### config.mk
export PLATFORM = sky130hd
export DESIGN_NAME = intel_hex_record_parser
export DESIGN_NICKNAME = d
export VERILOG_FILES = /design/src/rtl/ihex_pkg.sv /design/src/rtl/intel_hex_record_parser.sv /design/src/rtl/ihex_core.sv
export SDC_FILE = /design/constraint.sdc
export NUM_CORES = 1
export LEC_CHECK = 0
export BUFFER_PORTS_ARGS = -buffer_cell sky130_fd_sc_hd__buf_2
export CAP_MARGIN = 25
export CORE_MARGIN = 2
export CORE_UTILIZATION = 45
export CTS_BUF_LIST = sky130_fd_sc_hd__clkbuf_4 sky130_fd_sc_hd__clkbuf_8
export DETAILED_ROUTE_END_ITERATION = 10
export HOLD_SLACK_MARGIN = 0.06
export PLACE_DENSITY = 0.61
export RECOVER_POWER = 100
export SLEW_MARGIN = 5
export SYNTH_ARGS = -nofsm -noshare
export SYNTH_HDL_FRONTEND = slang
export SYNTH_SLANG_ARGS = --single-unit
### constraint.sdc
create_clock -name clk -period 4.8 [get_ports clk]
set_input_delay 0.48 -clock clk [delete_from_list [all_inputs] [get_ports clk]]
set_output_delay 0.48 -clock clk [all_outputs]
set_load 0.005 [all_outputs]
### src/rtl/ihex_pkg.sv
// shared types and codes for the intel hex record parser
// no dependencies; imported by ihex_core, the top level and the checker
`timescale 1ns / 1ps

package ihex_pkg;

  // result kinds
  localparam logic [1:0] KIND_DATA  = 2'd0;
  localparam logic [1:0] KIND_EOF   = 2'd1;
  localparam logic [1:0] KIND_ERROR = 2'd2;

  // error codes
  localparam logic [1:0] ERR_NONE     = 2'd0;
  localparam logic [1:0] ERR_BAD_HEX  = 2'd1;
  localparam logic [1:0] ERR_PAD_BYTE = 2'd2;
  localparam logic [1:0] ERR_CHECKSUM = 2'd3;

  // special characters
  localparam logic [7:0] CHAR_COLON   = 8'h3A;
  localparam logic [7:0] CHAR_NEWLINE = 8'h0A;

  // record types with their own handling
  localparam logic [7:0] REC_DATA     = 8'h00;
  localparam logic [7:0] REC_EOF      = 8'h01;
  localparam logic [7:0] REC_EXT_LIN  = 8'h04;

  // one result beat
  typedef struct packed {
    logic [1:0]  result_kind;
    logic [30:0] block_address;
    logic [7:0]  byte_offset;
    logic [7:0]  data_byte;
    logic        pad_byte;
    logic [1:0]  error_code;
  } result_t;

endpackage

### src/rtl/intel_hex_record_parser.sv
// top level of the intel hex record parser: input register, record core, result register
// depends on ihex_pkg and ihex_core
//
//   channel  | handshake                   | payload
//   ---------+-----------------------------+------------------------------------------
//   text     | text_valid / text_ready     | text_char
//   result   | result_valid / result_ready | result_kind, block_address, byte_offset,
//            |                             | data_byte, pad_byte, error_code
//
// one character per cycle sustained while results are taken; a result is offered from the
// result register after its character has passed the input register and the core.
// the record state machine in ihex_core takes one step per character.
// reset clears both valid flags and the record state; no result is pending after it.
// a stalled result holds the core; the input register still takes one more beat.
`timescale 1ns / 1ps

module intel_hex_record_parser (
  input  logic        clk,
  input  logic        rst,
  input  logic        text_valid,
  output logic        text_ready,
  input  logic [7:0]  text_char,
  output logic        result_valid,
  input  logic        result_ready,
  output logic [1:0]  result_kind,
  output logic [30:0] block_address,
  output logic [7:0]  byte_offset,
  output logic [7:0]  data_byte,
  output logic        pad_byte,
  output logic [1:0]  error_code
);
  import ihex_pkg::*;

  logic      text_q_valid;
  logic [7:0] text_q;
  logic      advance;
  logic      step;
  logic      res_valid;
  result_t   res;
  result_t   result_q;

  // result slot free or emptying this cycle
  assign advance    = !result_valid || result_ready;
  assign step       = text_q_valid && advance;
  assign text_ready = !text_q_valid || advance;

  // input register
  always_ff @(posedge clk) begin
    if (rst) begin
      text_q_valid <= 1'b0;
    end else if (text_ready) begin
      text_q_valid <= text_valid;
    end
    if (text_valid && text_ready) begin
      text_q <= text_char;
    end
  end

  ihex_core u_core (
    .clk       (clk),
    .rst       (rst),
    .step      (step),
    .ch        (text_q),
    .res_valid (res_valid),
    .res       (res)
  );

  // result register
  always_ff @(posedge clk) begin
    if (rst) begin
      result_valid <= 1'b0;
    end else if (advance) begin
      result_valid <= step && res_valid;
    end
    if (step && res_valid) begin
      result_q <= res;
    end
  end

  assign result_kind   = result_q.result_kind;
  assign block_address = result_q.block_address;
  assign byte_offset   = result_q.byte_offset;
  assign data_byte     = result_q.data_byte;
  assign pad_byte      = result_q.pad_byte;
  assign error_code    = result_q.error_code;

endmodule

### src/rtl/ihex_core.sv
// record state machine of the intel hex parser: one character per step
// depends on ihex_pkg
`timescale 1ns / 1ps

module ihex_core (
  input  logic             clk,
  input  logic             rst,
  input  logic             step,
  input  logic [7:0]       ch,
  output logic             res_valid,
  output ihex_pkg::result_t res
);
  import ihex_pkg::*;

  typedef enum logic [3:0] {
    PH_LINE_START = 4'd0,
    PH_SKIP       = 4'd1,
    PH_COUNT      = 4'd2,
    PH_ADDR_HI    = 4'd3,
    PH_ADDR_LO    = 4'd4,
    PH_TYPE       = 4'd5,
    PH_DATA       = 4'd6,
    PH_EXT_HI     = 4'd7,
    PH_EXT_LO     = 4'd8,
    PH_CHECK      = 4'd9
  } phase_t;

  phase_t      phase, phase_next;
  logic        second_nibble, second_nibble_next;
  logic [3:0]  high_nibble, high_nibble_next;
  logic [7:0]  record_length, record_length_next;
  logic [7:0]  record_type, record_type_next;
  logic [7:0]  bytes_remaining, bytes_remaining_next;
  logic [15:0] upper_address, upper_address_next;
  logic [31:0] running_address, running_address_next;
  logic [7:0]  record_sum, record_sum_next;
  logic        finished, finished_next;
  logic        failed, failed_next;

  logic        hex_ok;
  logic [3:0]  nib;
  logic [7:0]  full_byte;
  logic [7:0]  sum_add;
  logic        pad_pos;

  // hex digit decode
  always_comb begin
    hex_ok = 1'b1;
    nib    = 4'd0;
    case (ch) inside
      [8'h30:8'h39]: nib = ch[3:0];
      [8'h41:8'h46],
      [8'h61:8'h66]: nib = ch[3:0] + 4'd9;
      default:       hex_ok = 1'b0;
    endcase
  end

  assign full_byte = {high_nibble, nib};
  assign sum_add   = record_sum + full_byte;
  assign pad_pos   = (running_address[1:0] == 2'b11);

  // next state and result for the current character
  always_comb begin
    phase_next           = phase;
    second_nibble_next   = second_nibble;
    high_nibble_next     = high_nibble;
    record_length_next   = record_length;
    record_type_next     = record_type;
    bytes_remaining_next = bytes_remaining;
    upper_address_next   = upper_address;
    running_address_next = running_address;
    record_sum_next      = record_sum;
    finished_next        = finished;
    failed_next          = failed;
    res_valid            = 1'b0;
    res                  = '0;

    if (!(failed || finished)) begin
      case (phase)
        PH_LINE_START: begin
          if (ch == CHAR_COLON) begin
            phase_next         = PH_COUNT;
            second_nibble_next = 1'b0;
          end else if (ch != CHAR_NEWLINE) begin
            phase_next = PH_SKIP;
          end
        end
        PH_COUNT, PH_ADDR_HI, PH_ADDR_LO, PH_TYPE, PH_DATA,
        PH_EXT_HI, PH_EXT_LO, PH_CHECK: begin
          if (!hex_ok) begin
            failed_next    = 1'b1;
            res_valid      = 1'b1;
            res.result_kind = KIND_ERROR;
            res.error_code  = ERR_BAD_HEX;
          end else if (!second_nibble) begin
            high_nibble_next   = nib;
            second_nibble_next = 1'b1;
          end else begin
            second_nibble_next = 1'b0;
            record_sum_next    = sum_add;
            case (phase)
              PH_COUNT: begin
                record_length_next = full_byte;
                phase_next         = PH_ADDR_HI;
              end
              PH_ADDR_HI: begin
                running_address_next = {16'd0, full_byte, 8'd0};
                phase_next           = PH_ADDR_LO;
              end
              PH_ADDR_LO: begin
                running_address_next = {running_address[31:8], full_byte};
                phase_next           = PH_TYPE;
              end
              PH_TYPE: begin
                record_type_next = full_byte;
                if (full_byte == REC_DATA) begin
                  running_address_next = {upper_address, running_address[15:0]};
                  bytes_remaining_next = record_length;
                  phase_next = (record_length == 8'd0) ? PH_CHECK : PH_DATA;
                end else if (full_byte == REC_EXT_LIN) begin
                  phase_next = PH_EXT_HI;
                end else begin
                  phase_next = PH_CHECK;
                end
              end
              PH_DATA: begin
                res_valid = 1'b1;
                if (pad_pos && full_byte != 8'd0) begin
                  failed_next     = 1'b1;
                  res.result_kind = KIND_ERROR;
                  res.error_code  = ERR_PAD_BYTE;
                end else begin
                  res.result_kind   = KIND_DATA;
                  res.block_address = {running_address[31:8], 7'd0};
                  res.byte_offset   = running_address[7:0];
                  res.data_byte     = full_byte;
                  res.pad_byte      = pad_pos;
                  running_address_next = running_address + 32'd1;
                  bytes_remaining_next = bytes_remaining - 8'd1;
                  if (bytes_remaining == 8'd1) begin
                    phase_next = PH_CHECK;
                  end
                end
              end
              PH_EXT_HI: begin
                upper_address_next = {full_byte, 8'd0};
                phase_next         = PH_EXT_LO;
              end
              PH_EXT_LO: begin
                upper_address_next = {upper_address[15:8], full_byte};
                phase_next         = PH_CHECK;
              end
              default: begin
                // checksum byte closes the record
                if (sum_add != 8'd0) begin
                  failed_next     = 1'b1;
                  res_valid       = 1'b1;
                  res.result_kind = KIND_ERROR;
                  res.error_code  = ERR_CHECKSUM;
                end else if (record_type == REC_EOF) begin
                  finished_next   = 1'b1;
                  res_valid       = 1'b1;
                  res.result_kind = KIND_EOF;
                end else begin
                  phase_next = PH_SKIP;
                end
              end
            endcase
          end
        end
        default: begin
          // skip to end of line
          if (ch == CHAR_NEWLINE) begin
            phase_next = PH_LINE_START;
          end
        end
      endcase
    end
  end

  // state registers
  always_ff @(posedge clk) begin
    if (rst) begin
      phase           <= PH_LINE_START;
      second_nibble   <= 1'b0;
      high_nibble     <= 4'd0;
      record_length   <= 8'd0;
      record_type     <= 8'd0;
      bytes_remaining <= 8'd0;
      upper_address   <= 16'd0;
      running_address <= 32'd0;
      record_sum      <= 8'd0;
      finished        <= 1'b0;
      failed          <= 1'b0;
    end else if (step) begin
      phase           <= phase_next;
      second_nibble   <= second_nibble_next;
      high_nibble     <= high_nibble_next;
      record_length   <= record_length_next;
      record_type     <= record_type_next;
      bytes_remaining <= bytes_remaining_next;
      upper_address   <= upper_address_next;
      running_address <= running_address_next;
      record_sum      <= record_sum_next;
      finished        <= finished_next;
      failed          <= failed_next;
    end
  end

endmodule

# Yosys cells after proc, flatten, opt, wreduce, memory -nomap -nowiden
# Cells that the tools add are included.
# word_totals
register_bits,153
output_inout_bits,54
in_bits,12
word_cells,173
# classes
n_addsub,4
n_bitwise,10
magnitude_cmp,6
muxes,52
eq_ne,29
reduce_logical,46
# op_table
operator,n
one-hot mux 32 bit (4 select lines),1
2-to-1 mux 48 bit,2
2-to-1 mux 32 bit,2
2-to-1 mux 4 bit,14
2-to-1 mux 52 bit,1
adder 32 x 1 -> 32 bit (second input constant),1
one-hot mux 16 bit (2 select lines),1
one-hot mux 4 bit (7 select lines),1
AND reduction 8 bit,3
!= test 9 bit (second input constant),2
AND reduction 6 bit,3
AND reduction 9 bit,2
2-to-1 mux 1 bit,17
== test 4 x 3 -> 1 bit (second input constant),4
== test 8 x 1 -> 1 bit (second input constant),2
greater-or-equal comparator 8 x 7 -> 1 bit (second input constant),2
less-or-equal comparator 8 x 7 -> 1 bit (second input constant),2
logical NOT 8 bit,2
2-to-1 mux 8 bit,2
one-hot mux 8 bit (2 select lines),1
nonzero test 8 bit,2
AND reduction 5 bit,3
AND reduction 7 bit,2
OR reduction 6 bit,2
other kinds (34),73

# Logic depth before layout (Yosys ltp)
# Gate-level depths: netlist (run 1).
# logic_depth
word_depth,14
ltp_mapped,16
depth_no_buf,15

# Cells and area by module
# A second synthesis (run 1) with hierarchy kept.
# hier_totals
hier_cells,846
area_unflattened_um2,7713.6
# by_module_without_submodules
mod,instances,seq_area_each_um2,area_each_um2,cells_each
ihex_core,1,1821.7,5809.3,775
intel_hex_record_parser,1,1841.8,1904.3,71

# Worst setup path before layout (run 1)
# No wires, ideal clock.
# synth_timing
path_type,reg2reg
start,reg text_q[1]
end,reg result_q (netlist bit block_address[10]) (enable)
path_stages_with_launch,17
required_ps,4401
synth_period_minus_slack_ps,4455
setup_slack_ps,345
n_path_buf,1
arrival_ps,4056
setup_ps,399
cell_sequence,edfxtp_1 > inv_1 > ha_1 > o21bai_1 > a21oi_2 > a21o_1 > buf_6 > nand2_1 > inv_1 > ha_1 > o21ai_0 > or2_2 > o311ai_0 > nor2_1 > a31oi_1 > o21ai_0 > inv_1
# synth_between
elab_chain_len,14
elab_cells_between_ends,24
classes_between,add/sub (2); order compare (6); mux (10); reduce/logical (6)
# synth_rtl
element,line,text
from (decl),intel_hex_record_parser.sv:35,logic [7:0] text_q;
from (signal assigned),intel_hex_record_parser.sv:55,text_q <= text_char;
greater-or-equal comparator 8 x 7 -> 1 bit (no source line) or less-or-equal comparator 8 x 7 -> 1 bit (tied branches),--,
logical AND 1 bit (no source line),--,
OR reduction 2 bit,ihex_core.sv:50,case (ch) inside
2-to-1 mux 4 bit,ihex_core.sv:50,
2-to-1 mux 4 bit (*),ihex_core.sv:50,
via u_core.nib[3],ihex_core.sv:41,logic [3:0] nib;
adder 8 bit (*),ihex_core.sv:59,assign sum_add = record_sum + full_byte;
nonzero test 8 bit (*),ihex_core.sv:155,if (sum_add != 8'd0) begin
2-to-1 mux 1 bit (*),ihex_core.sv:155,
one-hot mux 1 bit (2 select lines) (*),ihex_core.sv:101,case (phase)
2-to-1 mux 1 bit (*),ihex_core.sv:95,end else if (!second_nibble) begin
2-to-1 mux 1 bit (*),ihex_core.sv:90,if (!hex_ok) begin
2-to-1 mux 1 bit (*),ihex_core.sv:79,case (phase)
2-to-1 mux 1 bit (*),ihex_core.sv:78,if (!(failed || finished)) begin
logical AND 1 bit (*),intel_hex_record_parser.sv:75,if (step && res_valid) begin
to (signal assigned),intel_hex_record_parser.sv:76,result_q <= res;
to (decl),intel_hex_record_parser.sv:40,result_t result_q;
# The timed path passes the listed nets; every way through them passes the cells marked *.
# A chain may end at the register's enable or synchronous reset.

# Worst setup path after layout (run 1)
# layout_timing
start,reg text_q[1]
end,"reg result_q (netlist bit block_address[13]), data pin"
# layout_between
elab_chain_len,8
elab_cells_between_ends,19
classes_between,add/sub (1); order compare (6); mux (4); bitwise (1); reduce/logical (7)
# layout_rtl
element,line,text
greater-or-equal comparator 8 x 7 -> 1 bit (no source line) or less-or-equal comparator 8 x 7 -> 1 bit (tied branches),--,
logical AND 1 bit (no source line),--,
OR reduction 2 bit,ihex_core.sv:50,
2-to-1 mux 4 bit (2 in series),ihex_core.sv:50,
nonzero test 8 bit,ihex_core.sv:128,if (pad_pos && full_byte != 8'd0) begin
logical AND 1 bit,ihex_core.sv:128,
OR reduction 6 bit (no source line) (*),--,
# Every way passes the cells marked *; elsewhere a longest branch is shown, timed or not.

==> results by group, run 1 <==
Global routing
  • Pin count of the biggest net entering global routing: 42
  • Initial antenna violation count: 0
  • Tot GR Track Use: 22.73%
  • Vias in the first global route: 5970
  • First-pass GRT wire length: 32.90 mm
  • Grt total ovfl: 0

Synth
  • Synth Area in Adders: 2.473%
  • Synth Flop Type: dfxtp_1
  • Yosys cell types: 87
  • Synth Area in XOR/XNOR: 2.330%
  • Synth Area in Simple Gates: 23.71%
  • Async SR Flop Fraction: 0%
  • Seq/Total Area, Yosys: 43.75%
  • Complex-gate fraction of the synthesized area: 20.65%
  • Mux cell area share after synthesis: 1.902%
  • Mapped Area: 7894 um^2
  • Yosys warns: 0
  • EDFF count, synth: 53
  • Largest family of logic cells by synthesized area: simple AND/OR/NAND/NOR gates
  • Synth Instances: 870
  • Synth Area per Inst: 9.073 um^2
  • FF+latch count, synth: 146

Layout
  • Synth-to-layout area growth: 7.307%
  • Fin util: 49.14%
  • Ratio of cells with drive above 1 in the final layout: 10.55%
  • Final nets: 924
  • Design area: 8471 um^2
  • Filler Cell Count: 1697
  • Antenna cells: 0
  • FF+latch area: 3453 um^2
  • Area of the multi-input gates: 3985 um^2

Hold path
  • HP Class: input pin to register
  • Cell count of the worst hold path: 1

Worst setup path
  • CP Capture Type: register
  • Worst reg-to-reg path cell count: 10
  • CP startpoint kind: register
  • Critical Path AT: 4.70 ns
  • Crit path kind: register to register
  • Worst path required time: 5.13 ns
  • CP Max Fanout: 37

Placed design
  • HPWL Detailed: 13.65 mm
  • Placed cell areas: 8250 um^2
  • RePlAce Congestion: 0.8789
  • Dpl ws: 0.3016 ns
  • I/O Buffers: 58

Clock network
  • CTS root buffer: clkbuf_8
  • Worst-Skew Late Latency: 0.47 ns
  • Clock Tree Buf Depth: 2
  • CTS tree: built
  • Cts bufs inserted: 17
  • Reg clk slew, reported paths: 0.08 ns
  • Clock Sinks: 146
  • H-Tree Level Count: 4
  • Hold-fix buffers, CTS: 0
  • Post-CTS Setup Inserts: 0

Outcome
  • Status: finished, violations left
  • Failing checks: max-capacitance violations, max-slew violations

STA
  • Final Hold Fails: 0
  • Setup_tns: 0 ns
  • Setup WS post-layout: 0.4272 ns
  • Least-Margin Pin Slew: 1.520 ns
  • Setup-failing EPs final: 0
  • Clock Skew: 0.01025 ns
  • Final Max Slew Viols: 27
  • Fmax: 0.2287 GHz
  • Fin Hold WS: 0.1835 ns
  • RSZ-0062 raised after global routing: no
  • Final min period: 4.373 ns
  • Max-Slew Margin vs Limit: -1.300%
  • Tcrit/Tclk final: 91.10%

Floorplanning
  • Placeable Area: 17240 um^2
  • Die Ht: 136.4 um
  • Die ar.: 18620 um^2
  • I/O pin count: 66
  • Starting Density: 45.80%
  • Die Wd: 136.4 um
  • FP Rows: 48

Routing
  • Routed via count: 6641
  • Detailed-route DRC error count: 0
  • Post-DR vias/cell: 5.851
  • Final ANT Viol Nets: 0
  • Final WL: 20.33 mm
  • DRT iter0 DRCs: 812
  • Routed WL per cell: 17.92 um
  • 1st-pass router iterations: 6

Flow run
  • Max_cap viols: 2

Power and ir drop
  • Leak Pwr: 0.002988 uW
  • Pwr dens: 274.0 nW/um^2
  • VDD IR max: 0.0001586 V
-- report_power, final --
group	switching (uW)	internal, uW	total [uW]
clock	489	357	846
combinational	103	53.5	156
sequential	25.1	1290	1320
total	617	1700	2320
-- layout by cell type (no fill, tap or decap), types with 7 or more instances in the layout --
master,n
a311oi_1,7
a211oi_1,17
o22ai_1,9
nand3_1,28
xor2_1,10
ha_1,14
nand2b_1,9
a22oi_1,15
o21ai_0,37
conb_1,7
nand2_1,77
clkbuf_1,26
a31oi_1,24
nor4_1,20
and2_0,16
inv_1,17
and4_1,7
mux2i_1,15
and2_1,29
edfxtp_1,53
clkbuf_8,17
a21oi_1,64
nand4_1,18
dfxtp_1,93
o41ai_1,7
buf_2,31
xnor2_1,11
nor3_1,21
nor2_1,82
o31ai_1,13
-- metrics by stage --
stage               total power (uW)  std cells
floorplan                       1469        876
global placement                1507       1101
detailed placement              1511       1102
CTS                             2342       1134
global route                    2414       1135
finish                          2321       1135
-- layout make-up --
cell class	instances	area share, %
Multi-Input combinational cell	646	47.05
Sequential cell	146	40.77
Timing Repair Buffer	68	4.136
Clock buffer	18	2.851
Clock inverter	14	1.078
Inverter	18	0.7976
Tap cell	225	3.323
-- path summary, 6_finish.rpt --
path	startpoint	to	slack [ns]
hold / removal	text_char[1]	text_q[1]$_DFFE_PP_	0.18
hold reg to reg	u_core.finished$_SDFFE_PP0P_	u_core.finished$_SDFFE_PP0P_	0.45
setup reg to reg	text_q[1]$_DFFE_PP_	block_address[13]$_SDFFCE_PP0P_	0.43
setup / recovery	text_q[1]$_DFFE_PP_	block_address[13]$_SDFFCE_PP0P_	0.43
-- Yosys cell counts, types with 3 or more instances --
library cell | count | area (um^2)
dfxtp_1 | 93 | 1862
nor2_1 | 82 | 307.8
nand2_1 | 77 | 289.0
a21oi_1 | 63 | 315.3
edfxtp_1 | 53 | 1592
and2_1 | 45 | 281.5
o21ai_0 | 36 | 180.2
clkbuf_1 | 35 | 131.4
nand3_1 | 28 | 140.1
a31oi_1 | 24 | 150.1
nor3_1 | 21 | 105.1
nor4_1 | 19 | 118.9
inv_1 | 18 | 67.56
nand4_1 | 18 | 112.6
a211oi_1 | 16 | 120.1
a22oi_1 | 15 | 112.6
mux2i_1 | 15 | 150.1
ha_1 | 14 | 175.2
o31ai_1 | 13 | 97.59
buf_2 | 11 | 55.05
xnor2_1 | 11 | 96.34
xor2_1 | 10 | 87.58
buf_4 | 9 | 67.56
nand2b_1 | 9 | 56.30
o22ai_1 | 8 | 50.05
a311oi_1 | 7 | 61.31
and4_1 | 7 | 61.31
o41ai_1 | 7 | 61.31
nor2b_1 | 6 | 37.54
a21oi_2 | 5 | 43.79
and3_1 | 5 | 31.28
buf_6 | 5 | 56.30
nor3b_1 | 5 | 37.54
clkbuf_2 | 4 | 20.02
or3_1 | 4 | 25.02
a21o_1 | 3 | 22.52
a221oi_1 | 3 | 26.28
a22o_1 | 3 | 26.28
nand3b_1 | 3 | 22.52
o211a_1 | 3 | 30.03
o21a_1 | 3 | 22.52
-- per-layer routing --
| metal | vias to the layer above | GRT usage (%) | part of all wire, % |
|---|---|---|---|
| met1 | 3123 | 32.16 | 48 |
| met2 | 216 | 34.87 | 45 |
| met4 | 0 | 7.234 | 2.1 |
| met3 | 34 | 4.512 | 5.5 |
| li1 | 3268 | - | - |
| met5 | - | 0 | 0 |
-- cells by family after synthesis --
| kind of cell | count (synthesis) |
|---|---|
| simple gates | 350 |
| compound gates | 238 |
| flops | 146 |
| buf+inv | 84 |
| xor+xnor | 21 |
| fa+ha+maj | 15 |
| mux | 15 |
| other cells | 1 |
-- flip-flops by register name, summed over array words and instances, names as in the netlist --
name and cells:
u_core.running_address 32, block_address 24, u_core.upper_address 16, byte_offset 8
data_byte 8, text_q 8, u_core.bytes_remaining 8, u_core.record_length 8
u_core.record_sum 8, u_core.record_type 8, u_core.high_nibble 4, u_core.phase 4
error_code 2, result_kind 2, pad_byte 1, result_valid 1
text_q_valid 1, u_core.failed 1, u_core.finished 1, u_core.second_nibble 1
-- what timing repair did --
action / CTS / global route
setup endpoints to repair: 0 / 41
resized for setup: 0 / 3
hold endpoints to repair: 0 / 0
-- worst max-delay path: stages (launching register included) --
cell and delay (ns):
edfxtp_1 0.52, inv_1 0.11, ha_1 0.22, o21bai_1 0.26
a21oi_2 0.14, a21oi_1 0.91, o2111a_1 0.56, nand2_1 0.09
a211oi_1 0.63, clkbuf_2 0.57, and2_0 0.21
No activity file was read; power rests on OpenSTA's default activity.
==> inputs of run 2 (changes only) <==
PLACE_DENSITY = 0.68   (was 0.61)
==> run 2 against run 1 <==
Net effect: cell area rose by 0.75%; die area did not move; clock skew rose by 0.0038 ns; highest routed layer unchanged; the run still ends with max-capacitance violations, max-slew violations left; routed wire length fell by 2.1%; via count rose by 1.8%; core utilization rose by 0.37 points; global-route usage fell by 0.68 points; maximum frequency fell by 0.97%; final cell count did not move.
==> results by group, run 2 (synthesis results as in run 1) <==
Placed design
  • HPWL Detailed: 13.15 mm
  • I/O Buffers: 58
  • RePlAce Congestion: 0.8966

Clock network
  • CTS tree: built
  • CTS root buffer: clkbuf_8
  • Clock Sinks: 146
  • Reg clk slew, reported paths: 0.09 ns
  • Worst-Skew Late Latency: 0.47 ns
  • Cts bufs inserted: 17
  • Clock Tree Buf Depth: 2
  • H-Tree Level Count: 4

STA
  • Fmax: 0.2265 GHz
  • Least-Margin Pin Slew: 3.154 ns
  • Final min period: 4.415 ns
  • Tcrit/Tclk final: 91.99%
  • Fin Hold WS: 0.1834 ns
  • Clock Skew: 0.01403 ns
  • Final Max Slew Viols: 89
  • Setup-failing EPs final: 0
  • Setup_tns: 0 ns
  • Final Hold Fails: 0
  • RSZ-0062 raised after global routing: no
  • Max-Slew Margin vs Limit: -110.2%

Routing
  • DRT iter0 DRCs: 767
  • Detailed-route DRC error count: 0
  • Post-DR vias/cell: 5.956
  • Final ANT Viol Nets: 0
  • Routed via count: 6760
  • Final WL: 19.91 mm
  • Routed WL per cell: 17.54 um
  • 1st-pass router iterations: 5

Power and ir drop
  • Pwr dens: 277.9 nW/um^2
  • VDD IR max: 0.0001807 V
  • Leak Pwr: 0.003040 uW

Layout
  • Ratio of cells with drive above 1 in the final layout: 11.10%
  • Most common cell after layout, fill and taps aside: dfxtp_1
  • Synth-to-layout area growth: 8.115%
  • Final nets: 924
  • Most frequent cells in the layout: dfxtp_1, nor2_1, nand2_1
  • Largest Register: u_core.running_address
  • Max reg flops: 32
  • Antenna cells: 0

Floorplanning
  • Die Ht: 136.4 um
  • Starting Density: 45.80%
  • Placeable Area: 17240 um^2
  • Die Wd: 136.4 um
  • I/O pin count: 66
  • Die ar.: 18620 um^2
  • FP Rows: 48

Worst setup path
  • Crit path kind: register to register
  • Worst R2R Setup Slack: 0.38 ns
  • CP startpoint: text_q[1]$_DFFE_PP_
  • R2r startpoint: text_q[1]$_DFFE_PP_
  • CP Capture Type: register
  • Worst path slowest cell: edfxtp_1
  • Worst reg-to-reg path cell count: 15
  • Worst-path cell chain: inv_1 > ha_1 > o21bai_1 > a21oi_2 > a32oi_4 > inv_1 > ha_1 > a211oi_1 > o21ai_0 > a31oi_1 > xnor2_1 > a31oi_1 > o21ai_0 > inv_2 > buf_12
  • Reg2reg end: block_address[16]$_SDFFCE_PP0P_
  • Worst path required time: 5.00 ns
  • Critical path depth: 15
  • CP peak stage delay: 0.54 ns
  • Critical Path AT: 4.62 ns
  • Top delay family on crit path: compound AO/OA/AOI/OAI gates
  • WP buf/inv: 4
  • CP startpoint kind: register
  • CP Max Fanout: 45
  • Crit path capture: block_address[16]$_SDFFCE_PP0P_

Hold path
  • HP Class: input pin to register

Flow run
  • Max_cap viols: 2

Global routing
  • First-pass GRT wire length: 31.98 mm
  • Initial antenna violation count: 0
  • Pin count of the biggest net entering global routing: 70
  • Vias in the first global route: 6024
  • Grt total ovfl: 0
  • Tot GR Track Use: 22.04%

Outcome
  • Status: finished, violations left
  • Failing checks: max-capacitance violations, max-slew violations
run 2: cell count changes in the layout (fill, tap and decap cells not counted), sizes merged:
cell	delta
buf	+1
inv	+2
clkinv	+2
clkinvlp	-3
clkbuf	-2
run 2: per-stage QoR:
step / total power [uW] / util, % / worst slack, ns / instance area (um^2) / cells
floorplan: 1469 / - / 0.3451 / 7916 / 876
global placement: 1506 / 47.75 / 0.5662 / 8230 / 1101
detailed placement: 1509 / 47.84 / 0.3044 / 8245 / 1102
CTS: 2393 / 49.95 / 0.2843 / 8610 / 1134
global route: 2468 / 49.51 / 0.03949 / 8534 / 1135
finish: 2371 / 49.51 / 0.3845 / 8534 / 1135
run 2: layer usage:
layer	vias up	part of all wire [%]	track usage [%]	wire, um
met5	-	0	0	0
met4	0	2.4	8.738	479
met3	44	7.1	4.549	1417
met2	283	45	33.98	9038
met1	3166	45	30.25	8976
li1	3267	-	-	-
run 2: worst reg2reg max path, cell delays in order (launching register included):
cell	delay, ns
edfxtp_1	0.54
inv_1	0.11
ha_1	0.22
o21bai_1	0.27
a21oi_2	0.13
a32oi_4	0.30
inv_1	0.26
ha_1	0.35
a211oi_1	0.44
o21ai_0	0.21
a31oi_1	0.31
xnor2_1	0.23
a31oi_1	0.12
o21ai_0	0.33
inv_2	0.08
buf_12	0.19
run 2: power by group:
part	switching [uW]	internal, uW	total (uW)
clock	525	370	894
combinational	102	55.4	157
sequential	25.8	1290	1320
total	652	1720	2370
run 2: repair_timing:
action	in CTS	in global routing
hold buffers	0	0
buffers inserted	0	0
gates resized for setup	0	1
endpoints found under the setup margin	0	45
run 2: worst min path at each step:
stage | from | cells past startpoint | endpoint
final | text_char[3] | 1 | text_q[3]$_DFFE_PP_
after global routing | text_char[2] | 1 | text_q[2]$_DFFE_PP_
after CTS | text_char[0] | 1 | text_q[0]$_DFFE_PP_
after detailed placement | u_core.finished$_SDFFE_PP0P_ | 2 | u_core.finished$_SDFFE_PP0P_
after global placement | u_core.finished$_SDFFE_PP0P_ | 2 | u_core.finished$_SDFFE_PP0P_
after floorplan | u_core.finished$_SDFFE_PP0P_ | 2 | u_core.finished$_SDFFE_PP0P_
run 2: area by class of cell:
| type | count | area, um^2 |
|---|---|---|
| multi-input cells | 646 | 4021 |
| clock inverters | 15 | 130.1 |
| inverters | 18 | 67.56 |
| well taps | 225 | 281.5 |
| repair buffers | 68 | 346.6 |
| fillers | 1685 | 8702 |
| clock buffers | 17 | 234.0 |
| flip-flops and latches | 146 | 3453 |
